$ cat config.mk
export PLATFORM = sky130hd
export DESIGN_NAME = csync_rdata_type_bitmap_parser_core
export DESIGN_NICKNAME = d
export VERILOG_FILES = /design/src/hdl/csync_pkg.sv /design/src/hdl/csync_bmap_ser.sv /design/src/hdl/csync_rdata_type_bitmap_parser_core.sv
export SDC_FILE = /design/constraint.sdc
export NUM_CORES = 1
export LEC_CHECK = 0
export BUFFER_PORTS_ARGS = -buffer_cell sky130_fd_sc_hd__buf_2
export CORE_MARGIN = 2
export CORE_UTILIZATION = 25
export DETAILED_ROUTE_END_ITERATION = 7
export SLEW_MARGIN = 0
export SYNTH_ARGS = -nofsm -noshare
export SYNTH_HDL_FRONTEND = slang
export SYNTH_SLANG_ARGS = --single-unit
$ cat constraint.sdc
create_clock -name clk -period 3.95 [get_ports clk]
set_input_delay 0.5925 -clock clk [delete_from_list [all_inputs] [get_ports clk]]
set_output_delay 0.5925 -clock clk [all_outputs]
set_load 0.02 [all_outputs]
$ cat src/hdl/csync_pkg.sv
// csync_pkg: shared types and codes of the csync rdata type bitmap parser
package csync_pkg;

  localparam logic [1:0] KIND_HEADER = 2'd0;
  localparam logic [1:0] KIND_TYPE   = 2'd1;
  localparam logic [1:0] KIND_ACCEPT = 2'd2;
  localparam logic [1:0] KIND_REJECT = 2'd3;

  localparam logic [1:0] ERR_NONE    = 2'd0;
  localparam logic [1:0] ERR_SHORT   = 2'd1;
  localparam logic [1:0] ERR_TOOLONG = 2'd2;
  localparam logic [1:0] ERR_OVERRUN = 2'd3;

  typedef struct packed {
    logic [7:0] data_byte;
    logic       end_of_record;
  } in_word_t;

  typedef struct packed {
    logic [1:0]  item_kind;
    logic [15:0] type_code;
    logic [31:0] serial_number;
    logic [15:0] flag_bits;
    logic [1:0]  error_code;
    logic        last_of_run;
  } out_word_t;

  typedef struct packed {
    logic       load;
    logic [7:0] bits;
    logic [7:0] window;
    logic [4:0] index;
    logic       mark_pend;
    logic [1:0] mark_kind;
    logic [1:0] mark_err;
  } bmap_load_t;

endpackage

$ cat src/hdl/csync_bmap_ser.sv
// csync_bmap_ser: bit-serial expansion of one bitmap byte into type codes, plus an optional closing marker
module csync_bmap_ser (
  input  logic                   clk,
  input  logic                   rst_n,
  input  csync_pkg::bmap_load_t  ld,
  input  logic                   adv,
  output logic                   busy,
  output logic                   emit,
  output csync_pkg::out_word_t   res
);
  import csync_pkg::*;

  logic [7:0] bits_r, bits_nxt;
  logic [2:0] pos_r, pos_nxt;
  logic [7:0] win_r;
  logic [4:0] idx_r;
  logic       mark_pend_r, mark_pend_nxt;
  logic [1:0] mark_kind_r;
  logic [1:0] mark_err_r;

  assign busy = (bits_r != 8'd0) || mark_pend_r;

  always_comb begin
    bits_nxt      = bits_r;
    pos_nxt       = pos_r;
    mark_pend_nxt = mark_pend_r;
    emit          = 1'b0;
    res           = '0;
    if (adv) begin
      priority if (bits_r != 8'd0) begin
        bits_nxt = {bits_r[6:0], 1'b0};
        pos_nxt  = pos_r + 3'd1;
        if (bits_r[7]) begin
          emit              = 1'b1;
          res.item_kind     = KIND_TYPE;
          res.type_code     = {win_r, idx_r, pos_r};
          res.last_of_run   = (bits_r[6:0] == 7'd0) && !mark_pend_r;
        end
      end else if (mark_pend_r) begin
        mark_pend_nxt   = 1'b0;
        emit            = 1'b1;
        res.item_kind   = mark_kind_r;
        res.error_code  = mark_err_r;
        res.last_of_run = 1'b1;
      end
    end
  end

  always_ff @(posedge clk) begin
    if (!rst_n) begin
      bits_r      <= 8'd0;
      mark_pend_r <= 1'b0;
      pos_r       <= 3'd0;
    end else if (ld.load) begin
      bits_r      <= ld.bits;
      mark_pend_r <= ld.mark_pend;
      pos_r       <= 3'd0;
    end else begin
      bits_r      <= bits_nxt;
      mark_pend_r <= mark_pend_nxt;
      pos_r       <= pos_nxt;
    end
  end

  always_ff @(posedge clk) begin
    if (ld.load) begin
      win_r       <= ld.window;
      idx_r       <= ld.index;
      mark_kind_r <= ld.mark_kind;
      mark_err_r  <= ld.mark_err;
    end
  end

endmodule

$ cat src/hdl/csync_rdata_type_bitmap_parser_core.sv
// csync_rdata_type_bitmap_parser_core: top level of the csync rdata type bitmap parser
// header, window and length words are parsed as they are accepted; any result is in out_word next cycle
// a bitmap word is loaded into the bit-serial scanner, which walks its bits up to its last set bit,
// then emits a closing marker if the word ended the record; in_stall holds while the scan is busy
// the bitmap word is scanned msb first, one bit per cycle while out_stall allows, by a shift register
// rst_n is synchronous: parse state returns to the header phase and out_valid drops
module csync_rdata_type_bitmap_parser_core #(
  parameter int MAX_BLOCK_BYTES = 32
) (
  input  logic                  clk,
  input  logic                  rst_n,
  input  logic                  in_valid,
  output logic                  in_stall,
  input  csync_pkg::in_word_t   in_word,
  output logic                  out_valid,
  input  logic                  out_stall,
  output csync_pkg::out_word_t  out_word
);
  import csync_pkg::*;

  localparam logic [2:0] PH_HEADER = 3'd0;
  localparam logic [2:0] PH_WINDOW = 3'd1;
  localparam logic [2:0] PH_LENGTH = 3'd2;
  localparam logic [2:0] PH_BITMAP = 3'd3;
  localparam logic [2:0] PH_ERROR  = 3'd4;

  localparam logic [7:0] MaxBlock = 8'(MAX_BLOCK_BYTES);

  logic [2:0]  phase_r, phase_nxt;
  logic [2:0]  hcnt_r, hcnt_nxt;
  logic [31:0] serial_r, serial_nxt;
  logic [15:0] flags_r, flags_nxt;
  logic [7:0]  win_r, win_nxt;
  logic [5:0]  brem_r, brem_nxt;
  logic [4:0]  bidx_r, bidx_nxt;

  logic        out_valid_r;
  out_word_t   out_word_r;

  logic        adv;
  logic        accept;
  logic        direct_emit;
  out_word_t   direct_res;
  bmap_load_t  ld;
  logic        ser_busy;
  logic        ser_emit;
  out_word_t   ser_res;
  logic [7:0]  b;
  logic        eor;
  logic [5:0]  brem_dec;

  assign adv      = !out_valid_r || !out_stall;
  assign in_stall = ser_busy || !adv;
  assign accept   = in_valid && !in_stall;
  assign b        = in_word.data_byte;
  assign eor      = in_word.end_of_record;
  assign brem_dec = brem_r - 6'd1;

  // parse step for one accepted word
  always_comb begin
    phase_nxt   = phase_r;
    hcnt_nxt    = hcnt_r;
    serial_nxt  = serial_r;
    flags_nxt   = flags_r;
    win_nxt     = win_r;
    brem_nxt    = brem_r;
    bidx_nxt    = bidx_r;
    direct_emit = 1'b0;
    direct_res  = '0;
    ld          = '0;
    if (accept) begin
      unique case (phase_r)
        PH_HEADER: begin
          if (hcnt_r < 3'd4) begin
            serial_nxt = {serial_r[23:0], b};
          end else begin
            flags_nxt = {flags_r[7:0], b};
          end
          priority if (eor) begin
            direct_emit           = 1'b1;
            direct_res.item_kind  = KIND_REJECT;
            direct_res.error_code = ERR_SHORT;
          end else if (hcnt_r >= 3'd5) begin
            direct_emit              = 1'b1;
            direct_res.item_kind     = KIND_HEADER;
            direct_res.serial_number = serial_nxt;
            direct_res.flag_bits     = flags_nxt;
            hcnt_nxt                 = 3'd0;
            phase_nxt                = PH_WINDOW;
          end else begin
            hcnt_nxt = hcnt_r + 3'd1;
          end
        end
        PH_WINDOW: begin
          win_nxt = b;
          if (eor) begin
            direct_emit          = 1'b1;
            direct_res.item_kind = KIND_ACCEPT;
          end else begin
            phase_nxt = PH_LENGTH;
          end
        end
        PH_LENGTH: begin
          priority if (b > MaxBlock) begin
            if (eor) begin
              direct_emit           = 1'b1;
              direct_res.item_kind  = KIND_REJECT;
              direct_res.error_code = ERR_TOOLONG;
            end else begin
              phase_nxt = PH_ERROR;
            end
          end else if (b == 8'd0) begin
            if (eor) begin
              direct_emit          = 1'b1;
              direct_res.item_kind = KIND_ACCEPT;
            end else begin
              phase_nxt = PH_WINDOW;
            end
          end else begin
            brem_nxt = b[5:0];
            bidx_nxt = 5'd0;
            if (eor) begin
              direct_emit           = 1'b1;
              direct_res.item_kind  = KIND_REJECT;
              direct_res.error_code = ERR_OVERRUN;
            end else begin
              phase_nxt = PH_BITMAP;
            end
          end
        end
        PH_BITMAP: begin
          ld.load   = 1'b1;
          ld.bits   = b;
          ld.window = win_r;
          ld.index  = bidx_r;
          brem_nxt  = brem_dec;
          bidx_nxt  = bidx_r + 5'd1;
          if (brem_dec == 6'd0) begin
            phase_nxt    = PH_WINDOW;
            ld.mark_pend = eor;
            ld.mark_kind = KIND_ACCEPT;
            ld.mark_err  = ERR_NONE;
          end else begin
            ld.mark_pend = eor;
            ld.mark_kind = KIND_REJECT;
            ld.mark_err  = ERR_OVERRUN;
          end
        end
        default: begin
          if (eor) begin
            direct_emit           = 1'b1;
            direct_res.item_kind  = KIND_REJECT;
            direct_res.error_code = ERR_TOOLONG;
          end
        end
      endcase
      direct_res.last_of_run = 1'b1;
      if (eor) begin
        phase_nxt  = PH_HEADER;
        hcnt_nxt   = 3'd0;
        serial_nxt = 32'd0;
        flags_nxt  = 16'd0;
        win_nxt    = 8'd0;
        brem_nxt   = 6'd0;
        bidx_nxt   = 5'd0;
      end
    end
  end

  csync_bmap_ser u_ser (
    .clk   (clk),
    .rst_n (rst_n),
    .ld    (ld),
    .adv   (adv),
    .busy  (ser_busy),
    .emit  (ser_emit),
    .res   (ser_res)
  );

  always_ff @(posedge clk) begin
    if (!rst_n) begin
      phase_r  <= PH_HEADER;
      hcnt_r   <= 3'd0;
      serial_r <= 32'd0;
      flags_r  <= 16'd0;
      win_r    <= 8'd0;
      brem_r   <= 6'd0;
      bidx_r   <= 5'd0;
    end else begin
      phase_r  <= phase_nxt;
      hcnt_r   <= hcnt_nxt;
      serial_r <= serial_nxt;
      flags_r  <= flags_nxt;
      win_r    <= win_nxt;
      brem_r   <= brem_nxt;
      bidx_r   <= bidx_nxt;
    end
  end

  // output register
  always_ff @(posedge clk) begin
    if (!rst_n) begin
      out_valid_r <= 1'b0;
    end else if (adv) begin
      out_valid_r <= direct_emit || ser_emit;
    end
  end

  always_ff @(posedge clk) begin
    if (adv) begin
      out_word_r <= ser_emit ? ser_res : direct_res;
    end
  end

  assign out_valid = out_valid_r;
  assign out_word  = out_word_r;

  a_no_accept_while_scanning: assert property (@(posedge clk) disable iff (!rst_n)
    ser_busy |-> in_stall)
    else $error("word accepted while bitmap scan in progress");

  a_end_resets_parse: assert property (@(posedge clk) disable iff (!rst_n)
    accept && eor |=> phase_r == PH_HEADER && hcnt_r == 3'd0)
    else $error("parse state not cleared after end of record");

  a_header_is_last: assert property (@(posedge clk) disable iff (!rst_n)
    out_valid_r && out_word_r.item_kind == KIND_HEADER |-> out_word_r.last_of_run)
    else $error("header result not marked last");

  a_single_source: assert property (@(posedge clk) disable iff (!rst_n)
    !(direct_emit && ser_emit))
    else $error("two results in one cycle");

endmodule

==> impl_metrics.py, run 1 <==
metrics = {
    "status": {
        "outcome": "completed",
    },
    "cells_and_area": {
        "stdcell_count": 966,
        "most-common-layout-cells": "sky130_fd_sc_hd__edfxtp_1, sky130_fd_sc_hd__buf_2, sky130_fd_sc_hd__dfxtp_1",
        "final_layout_size_suffix_gt1_frac": 0.2238,
        "area_growth_pct": 19.25,
        "finish.instance_area_um2": 7829,
        "final_core_util": 0.3021,
        "final_common_cell": "sky130_fd_sc_hd__edfxtp_1",
        "fin_nets": 636,
    },
    "power_and_ir_drop": {
        "p_switching_mw": 1.414,
        "share_comb_of_total_power": 0.201,
        "power.sequential.fraction": 0.451,
        "fin_total_pwr_mw": 4.594,
        "pint_mw": 3.180,
        "clockPowerShare": 0.348,
        "cellPowerDensity_nw_per_um2": 586.8,
        "vdd.ir_drop.worst_mv": 0.2671,
        "leakagePower_nw": 3.400,
        "power.switching_fraction": 0.3079,
    },
    "routing": {
        "detailroute.via_count": 4487,
        "detail-route-antenna-nets": 0,
        "drt_iter0_drc": 415,
        "wl_um": 15430,
        "routedWlPerCell_um": 15.97,
        "route.detailed.drc": 0,
        "post_drt_via_cell_ratio": 4.645,
        "firstDrtPassIters": 5,
    },
    "timing": {
        "fmaxAchievable_mhz": 347.5,
        "fin_hold_ws_ns": 0.4591,
        "min_period_over_period": 0.7286,
        "worst_slack_ns": 1.072,
        "final_setup_skew_ns": 0.01257,
        "timing.final.hold_violations": 0,
        "timing.max_slew.rel_slack": 0.1972,
        "tightestPinTransition_ns": 1.204,
        "rsz0062_at_grt": "no",
        "time_the_final_worst_path_needs_with_i_o_delays_and_setup_ns": 2.878,
        "timing_max_transition_violations_final": 0,
        "setup_viol": 0,
        "fin_tns_setup_ns": 0,
    },
    "cts": {
        "tritoncts": "built",
        "cts-buffers-inserted": 17,
        "clkSlewWorstSetupHoldPaths_ns": 0.06,
        "clockBufferDepth": 2,
        "ctsHtreeMaxLevel": 4,
        "clock_root_cell": "sky130_fd_sc_hd__clkbuf_16",
        "ctsHoldBuffers": 0,
        "tritoncts_num_sinks": 162,
        "clk_latency_ns": 0.42,
        "cts_resized": 0,
        "post_cts_setup_buffers": 0,
    },
    "floorplan": {
        "die_h_um": 166.1,
        "design.die.area_um2": 27570,
        "start_util": 0.2534,
        "num_rows": 59,
        "core-area_um2": 25910,
        "io_pins": 84,
        "die_width_um": 166.1,
    },
    "placed_design": {
        "dp.cells": 933,
        "buffer_ports.inserted": 83,
        "gpl.final_weighted_congestion": 0.8317,
        "post_dp_cell_area_um2": 7249,
        "dpl_worst_slack_ns": 1.049,
        "place_hpwl_um": 10130,
    },
    "worst_setup_path": {
        "worst_ep_arrival_time_ns": 3.15,
        "critPathMaxFanout": 27,
        "rrSetupSlack_ns": 1.07,
        "end_kind": "register",
        "crit_path_kind": "register to register",
        "crit_required_ns": 4.23,
        "timing.critical_path.from_type": "register",
    },
    "logic_synthesis": {
        "synth-seq-cells": 162,
        "synth_cell_types": 59,
        "synthesis.area_um2": 6565,
        "synth_edf_count": 84,
        "ys_seq_area_frac": 0.6221,
        "post_synth.cell_area_avg_um2": 11.85,
        "yosys_warnings": 0,
        "synth_nets": 573,
        "synthCells": 554,
        "asyncSetResetFlopFracSynth": 0,
        "synthTopCellsByArea": "sky130_fd_sc_hd__edfxtp_1, sky130_fd_sc_hd__dfxtp_1, sky130_fd_sc_hd__and3_1, sky130_fd_sc_hd__a22o_1, sky130_fd_sc_hd__clkbuf_1",
        "netlist.area_leader.share": 0.3842,
        "synthFlopType": "sky130_fd_sc_hd__edfxtp_1",
        "synth_area_leader_cell": "sky130_fd_sc_hd__edfxtp_1",
    },
    "flow_run": {
        "maxCapViolCount": 0,
    },
    "global_routing": {
        "grt_start_max_net_pins": 88,
        "grt_pass1_vias": 4281,
        "antenna_found_initial": 3,
        "grt_pass1_wl_um": 24530,
        "gr-usage-all-layers": 0.1133,
        "overflow": 0,
    },
    "min_path": {
        "hold_class": "register to register",
    },
}
-- path summary, 6_finish.rpt --
path,startpoint,end,depth (start not counted)
setup / recovery,u_ser.bits_r[0]$_SDFFE_PN0P_,out_word[40]$_SDFFCE_PP0N_,5
hold / removal,win_r[3]$_SDFFE_PN0P_,win_r[3]$_SDFFE_PN0P_,2
setup reg to reg,u_ser.bits_r[0]$_SDFFE_PN0P_,out_word[40]$_SDFFCE_PP0N_,5
hold reg to reg,win_r[3]$_SDFFE_PN0P_,win_r[3]$_SDFFE_PN0P_,2
-- state kept, by name, summed over array words and instances (netlist names), 3 cells and up --
| register | cells |
|---|---|
| hcnt_r | 3 |
| serial_r | 32 |
| win_r | 8 |
| flags_r | 8 |
| u_ser.win_r | 8 |
| phase_r | 3 |
| bidx_r | 5 |
| u_ser.bits_r | 8 |
| u_ser.pos_r | 3 |
| out_word | 69 |
| brem_r | 6 |
| u_ser.idx_r | 5 |
-- power by group through the flow --
stage	Combinational [mW]	Clock (mW)	Sequential (mW)
after floorplan	0.499	0	2.25
after global placement	0.923	0	2.11
after detailed placement	0.931	0	2.11
after CTS	0.933	1.64	2.08
after global routing	0.999	1.72	2.10
final	0.923	1.60	2.07
-- logic make-up after synthesis --
group,share of synthesized area
flops,0.6221
fa+ha+maj,0.01143
xor+xnor,0.008005
simple gates,0.1643
compound gates,0.1527
buf+inv,0.03697
mux,0.004574
-- worst max-delay path, cell delays in order (launching register included) --
cell                      delay (ns)
sky130_fd_sc_hd__dfxtp_1        0.32
sky130_fd_sc_hd__or4_4          0.58
sky130_fd_sc_hd__or4_4          0.64
sky130_fd_sc_hd__nor3_4         0.63
sky130_fd_sc_hd__buf_4          0.36
sky130_fd_sc_hd__and3_1         0.20
-- metal layers --
layer / share of wire / GRT usage / wire, um
met2: 0.47 / 0.1714 / 7297
met1: 0.46 / 0.1504 / 7117
met5: 0.00071 / 0 / 11
met3: 0.046 / 0.03122 / 706
met4: 0.019 / 0.05331 / 293
-- Yosys cell counts (3+ instances only) --
library cell,instances
sky130_fd_sc_hd__o21a_1,11
sky130_fd_sc_hd__nand3_1,15
sky130_fd_sc_hd__nor3_1,7
sky130_fd_sc_hd__edfxtp_1,84
sky130_fd_sc_hd__o21ai_0,14
sky130_fd_sc_hd__a31oi_1,3
sky130_fd_sc_hd__xnor2_1,4
sky130_fd_sc_hd__a21o_1,4
sky130_fd_sc_hd__o211ai_1,4
sky130_fd_sc_hd__o221a_2,6
sky130_fd_sc_hd__a22o_1,38
sky130_fd_sc_hd__a21oi_1,14
sky130_fd_sc_hd__and3_1,77
sky130_fd_sc_hd__clkbuf_1,32
sky130_fd_sc_hd__dfxtp_1,78
sky130_fd_sc_hd__a211oi_1,6
sky130_fd_sc_hd__buf_2,6
sky130_fd_sc_hd__mux2i_1,3
sky130_fd_sc_hd__nand2_1,31
sky130_fd_sc_hd__inv_1,8
sky130_fd_sc_hd__a21boi_0,14
sky130_fd_sc_hd__and2_1,3
sky130_fd_sc_hd__nand2b_1,3
sky130_fd_sc_hd__nor2_1,25
sky130_fd_sc_hd__nor2b_1,5
sky130_fd_sc_hd__nand3b_1,3
sky130_fd_sc_hd__or4_1,3
sky130_fd_sc_hd__a22o_2,3
sky130_fd_sc_hd__ha_1,6
sky130_fd_sc_hd__nor4_1,5
-- area by class of cell --
cell class / instances / area (um2)
diodes: 1 / 2.502
clock buffers: 18 / 429.2
repair buffers: 90 / 467.9
flip-flops and latches: 162 / 4084
inverters: 8 / 30.03
clock inverters: 14 / 147.6
well taps: 335 / 419.2
multi-input cells: 338 / 2248
fillers: 2636 / 18080
Note: power is estimated with default switching activity, not from simulation.
==> inputs of run 2 (changes only) <==
==> constraint.sdc (replaced) <==
create_clock -name clk -period 3.01 [get_ports clk]
set_input_delay 0.4515 -clock clk [delete_from_list [all_inputs] [get_ports clk]]
set_output_delay 0.4515 -clock clk [all_outputs]
set_load 0.02 [all_outputs]
==> run 2 against run 1 <==
  * Via count up 2.3%
  * Die area unchanged
  * Flip-flop and latch count unchanged
  * Highest routed layer unchanged
  * Final cell count up 0.62%
  * Non-clock buffer count up 7
  * Global-route usage up 0.17 points
  * Combinational power up 35%
  * Critical path depth unchanged
  * Largest power group unchanged
==> impl_metrics.py, run 2 (synthesis results as in run 1) <==
metrics = {
    "power_and_ir_drop": {
        "leakagePower_nw": 3.449,
        "pint_mw": 4.152,
        "power.sequential.fraction": 0.440,
        "share_comb_of_total_power": 0.204,
        "clockPowerShare": 0.357,
        "power.switching_fraction": 0.3247,
        "vdd.ir_drop.worst_mv": 0.5015,
        "p_switching_mw": 1.996,
        "cellPowerDensity_nw_per_um2": 775.9,
    },
    "cts": {
        "ctsHtreeMaxLevel": 4,
        "tritoncts_num_sinks": 162,
        "clockBufferDepth": 2,
        "ctsHoldBuffers": 0,
        "clkSlewWorstSetupHoldPaths_ns": 0.07,
        "cts_resized": 0,
        "tritoncts": "built",
        "clock_root_cell": "sky130_fd_sc_hd__clkbuf_16",
        "cts-buffers-inserted": 17,
        "post_cts_setup_buffers": 0,
        "clk_latency_ns": 0.43,
    },
    "cells_and_area": {
        "most-common-layout-cells": "sky130_fd_sc_hd__edfxtp_1, sky130_fd_sc_hd__buf_2, sky130_fd_sc_hd__dfxtp_1",
        "largest_register_ffs": 69,
        "fin_nets": 643,
        "area_growth_pct": 20.70,
        "antennaDiodeCount": 0,
        "final_core_util": 0.3058,
        "final_common_cell": "sky130_fd_sc_hd__edfxtp_1",
        "final_layout_size_suffix_gt1_frac": 0.2339,
        "filler_cell_count": 2627,
    },
    "worst_setup_path": {
        "timing.critical_path.from_type": "register",
        "critPathSlowestCell": "sky130_fd_sc_hd__or4_4",
        "crit_required_ns": 2.56,
        "cp_cell_sequence": "or4_4 > nor2_1 > nand2_1 > or2_2 > buf_2",
        "ff2ff_path_depth": 5,
        "worst_ep_arrival_time_ns": 2.28,
        "critPathMaxFanout": 5,
        "timing.critical_path.slowest_cell_delay_ns": 0.58,
        "timing.rr.end": "win_r[7]$_SDFFE_PN0P_",
        "rrSetupSlack_ns": 0.45,
        "launching_instance_or_port_of_the_critical_path": "u_ser.bits_r[0]$_SDFFE_PN0P_",
        "end_kind": "output port",
        "reg_to_reg_critical_path_startpoint": "u_ser.bits_r[0]$_SDFFE_PN0P_",
        "crit_path_kind": "register to output port",
    },
    "placed_design": {
        "place_hpwl_um": 10480,
        "gpl.final_weighted_congestion": 0.8727,
        "buffer_ports.inserted": 83,
    },
    "floorplan": {
        "io_pins": 84,
        "die_width_um": 166.1,
        "num_rows": 59,
        "start_util": 0.2534,
        "core-area_um2": 25910,
        "design.die.area_um2": 27570,
        "die_h_um": 166.1,
    },
    "min_path": {
        "holdPathEnd": "out_valid$_SDFFE_PN0N_",
        "hold_class": "primary input to register",
        "hold_path.startpoint": "in_valid",
        "whs_path_depth": 3,
    },
    "global_routing": {
        "overflow": 0,
        "gr-usage-all-layers": 0.1150,
        "grt_pass1_wl_um": 24920,
        "groute.layer.met1.usage": 0.1516,
        "top_usage_layer": "met2",
        "grtUsageMet2": 0.1782,
        "global_route.usage.met3": 0.03503,
        "grt_pass1_vias": 4335,
        "antenna_found_initial": 1,
        "grt_start_max_net_pins": 51,
    },
    "routing": {
        "route.detailed.drc": 0,
        "post_drt_via_cell_ratio": 4.721,
        "detailroute.via_count": 4589,
        "drt_iter0_drc": 365,
        "routedWlPerCell_um": 16.17,
        "wl_um": 15720,
        "firstDrtPassIters": 5,
        "detail-route-antenna-nets": 0,
    },
    "flow_run": {
        "maxCapViolCount": 0,
    },
    "timing": {
        "min_period_over_period": 0.9082,
        "time_the_final_worst_path_needs_with_i_o_delays_and_setup_ns": 2.734,
        "final_setup_skew_ns": 0.01372,
        "fmaxAchievable_mhz": 365.8,
        "tightestPinTransition_ns": 1.179,
        "rsz0062_at_grt": "no",
        "fin_hold_ws_ns": 0.3576,
        "timing.final.hold_violations": 0,
        "timing_max_transition_violations_final": 0,
        "timing.max_slew.rel_slack": 0.2142,
        "setup_viol": 0,
        "fin_tns_setup_ns": 0,
    },
    "status": {
        "outcome": "completed",
    },
}
==> run 2: cell count changes in the layout (fill, tap and decap cells not counted), moves of 2 or more <==
cell,change
sky130_fd_sc_hd__inv_12,+3
sky130_fd_sc_hd__inv_6,-3
sky130_fd_sc_hd__clkinv_8,+3
sky130_fd_sc_hd__clkinv_2,-3
sky130_fd_sc_hd__inv_8,+2
sky130_fd_sc_hd__buf_4,+7
==> run 2: through the flow <==
step           total power [mW]  std cells  area, um2  setup slack (ns)
3_3_place_gp              4.001        940       7302            0.4511
2_1_floorplan             3.606        554       6566            0.6857
3_5_place_dp              4.017        940       7302            0.4836
4_1_cts                   6.225        972       7924            0.2656
6_report                  6.148        972       7924            0.2764
5_1_grt                   6.431        972       7924            0.2306
==> run 2: final cells by class <==
class / count / area (um2) / share of cell area
flip-flops and latches: 162 / 4084 / 0.5154
clock buffers: 17 / 425.4 / 0.05369
repair buffers: 97 / 520.5 / 0.06569
multi-input cells: 338 / 2248 / 0.2838
clock inverters: 15 / 196.4 / 0.02479
well taps: 335 / 419.2 / 0.05290
inverters: 8 / 30.03 / 0.003790
==> run 2: worst max-delay path by stage <==
stage	endpoint	slack, ns
detailed placement	out_word[1]$_DFFE_PN_	0.48
global route	in_stall	0.23
floorplan	brem_r[4]$_SDFFE_PN0P_	0.69
finish	in_stall	0.28
global placement	out_word[1]$_DFFE_PN_	0.45
CTS	in_stall	0.27
==> run 2: per-layer routing <==
layer | vias up | share of wire
li1 | 2233 | -
met5 | - | 0.00045
met4 | 2 | 0.019
met2 | 111 | 0.47
met3 | 23 | 0.050
met1 | 2220 | 0.46
==> run 2: power groups by stage <==
stage	Clock (mW)	Combinational, mW	Sequential, mW
after floorplan	0	0.655	2.95
after global placement	0	1.24	2.76
after detailed placement	0	1.26	2.76
after CTS	2.25	1.27	2.71
after global routing	2.35	1.36	2.73
final	2.19	1.25	2.70
==> run 2: critical path, delay by kind of cell (launching register included) <==
family	cells	cell delay (ns)
buffers and inverters	1	0.16
flip-flops	1	0.33
AND/OR/NAND/NOR	4	1.37
==> inputs of run 3 (changes only) <==
--- a/config.mk
+++ b/config.mk
@@ -9,6 +9,7 @@
 export CORE_MARGIN = 2
 export CORE_UTILIZATION = 25
 export DETAILED_ROUTE_END_ITERATION = 7
+export RECOVER_POWER = 50
 export SLEW_MARGIN = 0
 export SYNTH_ARGS = -nofsm -noshare
 export SYNTH_HDL_FRONTEND = slang
==> run 3 against run 2 <==
  * Worst hold slack improved by 0.0012 ns
  * First-iteration DRC count increased by 4.7%
  * Count of clock-buffer cells in the layout unchanged
  * Non-clock buffer count unchanged
  * Final cell count unchanged
  * Setup slack got worse by 0.0035 ns
  * Sequential power about the same
  * Design area decreased by 1.3%
  * Global-route usage unchanged
  * Clock skew decreased by 0.00055 ns
  * Critical path type unchanged
==> impl_metrics.py, run 3 (synthesis results as in run 1) <==
metrics = {
    "status": {
        "outcome": "completed",
    },
    "placed_design": {
        "post_dp_cell_area_um2": 7302,
        "place_hpwl_um": 10480,
        "dp.cells": 940,
        "buffer_ports.inserted": 83,
        "gpl.final_weighted_congestion": 0.8727,
    },
    "cells_and_area": {
        "final_layout_size_suffix_gt1_frac": 0.1209,
        "final_core_util": 0.3017,
        "final_common_cell": "sky130_fd_sc_hd__edfxtp_1",
        "most-common-layout-cells": "sky130_fd_sc_hd__edfxtp_1, sky130_fd_sc_hd__dfxtp_1, sky130_fd_sc_hd__and3_1",
        "antennaDiodeCount": 0,
        "stdcell_count": 972,
        "largest_register_ffs": 69,
        "filler_cell_count": 2664,
        "area_growth_pct": 19.08,
        "finish.instance_area_um2": 7818,
        "fin_nets": 643,
    },
    "global_routing": {
        "grt_pass1_wl_um": 24920,
        "antenna_found_initial": 1,
        "grt_start_max_net_pins": 51,
        "grt_pass1_vias": 4335,
        "overflow": 0,
        "gr-usage-all-layers": 0.1150,
    },
    "cts": {
        "ctsHtreeMaxLevel": 4,
        "clk_latency_ns": 0.43,
        "cts_resized": 0,
        "clockBufferDepth": 2,
        "ctsHoldBuffers": 0,
        "clock_root_cell": "sky130_fd_sc_hd__clkbuf_16",
        "cts-buffers-inserted": 17,
        "tritoncts": "built",
        "clkSlewWorstSetupHoldPaths_ns": 0.07,
        "post_cts_setup_buffers": 0,
        "tritoncts_num_sinks": 162,
    },
    "timing": {
        "timing.final.hold_violations": 0,
        "tightestPinTransition_ns": 1.200,
        "fin_tns_setup_ns": 0,
        "fmaxAchievable_mhz": 365.3,
        "timing_max_transition_violations_final": 0,
        "min_period_over_period": 0.9093,
        "final_setup_skew_ns": 0.01317,
        "setup_viol": 0,
        "rsz0062_at_grt": "no",
        "timing.max_slew.rel_slack": 0.1997,
        "time_the_final_worst_path_needs_with_i_o_delays_and_setup_ns": 2.737,
    },
    "worst_setup_path": {
        "ff2ff_path_depth": 5,
        "worst_ep_arrival_time_ns": 2.29,
        "end_kind": "output port",
        "worst-path-stages": 5,
        "timing.critical_path.slowest_cell_delay_ns": 0.57,
        "timing.critical_path.from_type": "register",
        "critical_path_buf_inv_count": 1,
        "crit_path_kind": "register to output port",
        "critPathSlowestCell": "sky130_fd_sc_hd__or4_4",
        "crit_required_ns": 2.56,
        "critical-path-top-delay-family": "simple AND/OR/NAND/NOR gates",
        "critPathMaxFanout": 5,
        "cp_cell_sequence": "or4_4 > nor2_1 > nand2_1 > or2_2 > buf_2",
    },
    "routing": {
        "detailroute.via_count": 4627,
        "drt_iter0_drc": 382,
        "route.detailed.drc": 0,
        "wl_um": 15790,
        "detail-route-antenna-nets": 0,
        "firstDrtPassIters": 4,
        "routedWlPerCell_um": 16.24,
        "post_drt_via_cell_ratio": 4.760,
    },
    "floorplan": {
        "design.die.area_um2": 27570,
        "core-area_um2": 25910,
        "start_util": 0.2534,
        "io_pins": 84,
        "die_h_um": 166.1,
        "num_rows": 59,
        "die_width_um": 166.1,
    },
    "power_and_ir_drop": {
        "cellPowerDensity_nw_per_um2": 780.6,
        "vdd.ir_drop.worst_mv": 0.4989,
        "leakagePower_nw": 3.142,
        "fin_total_pwr_mw": 6.103,
    },
    "min_path": {
        "whs_path_depth": 3,
        "hold_class": "primary input to register",
    },
    "flow_run": {
        "maxCapViolCount": 0,
    },
}
-- run 3: area by class of cell --
class	instances	area [um2]	area share
sequential	162	4084	0.5224
multi-input combinational	338	2235	0.2859
timing repair buffer	97	427.9	0.05474
clock buffer	17	425.4	0.05442
tap	335	419.2	0.05362
clock inverter	15	196.4	0.02513
inverter	8	30.03	0.003841
-- run 3: per-layer routing --
layer  GRT usage  vias to the layer above  part of all wire
met3     0.03503                       27             0.055
met2      0.1782                      125              0.47
li1            -                     2231                 -
met4     0.04234                        2             0.020
met1      0.1516                     2242              0.46
met5           0                        -           0.00044
-- run 3: per-stage QoR --
| step | hold slack, ns | worst slack (ns) |
|---|---|---|
| 2_1_floorplan | 0.4365 | 0.6857 |
| 3_3_place_gp | 0.4532 | 0.4511 |
| 3_5_place_dp | 0.4528 | 0.4836 |
| 4_1_cts | 0.3389 | 0.2656 |
| 5_1_grt | 0.3457 | 0.2352 |
| 6_report | 0.3588 | 0.2729 |
-- run 3: report_power, final --
group | total [mW] | internal [mW] | switching, mW
logic | 1.20 | 0.366 | 0.834
registers | 2.71 | 2.59 | 0.120
clock network | 2.19 | 1.15 | 1.05
-- run 3: final timing paths --
kind                            slack (ns)                      to                         start
worst max-delay path                  0.27                in_stall  u_ser.bits_r[0]$_SDFFE_PN0P_
worst min-delay path                  0.36  out_valid$_SDFFE_PN0N_                      in_valid
worst max register to register        0.43   out_word[1]$_DFFE_PN_  u_ser.bits_r[0]$_SDFFE_PN0P_
worst min register to register        0.46   win_r[5]$_SDFFE_PN0P_         win_r[5]$_SDFFE_PN0P_
-- run 3: worst min-delay path: stages --
cell and delay [ns]:
sky130_fd_sc_hd__buf_2 0.12, sky130_fd_sc_hd__a211oi_1 0.08, sky130_fd_sc_hd__nor2_1 0.09
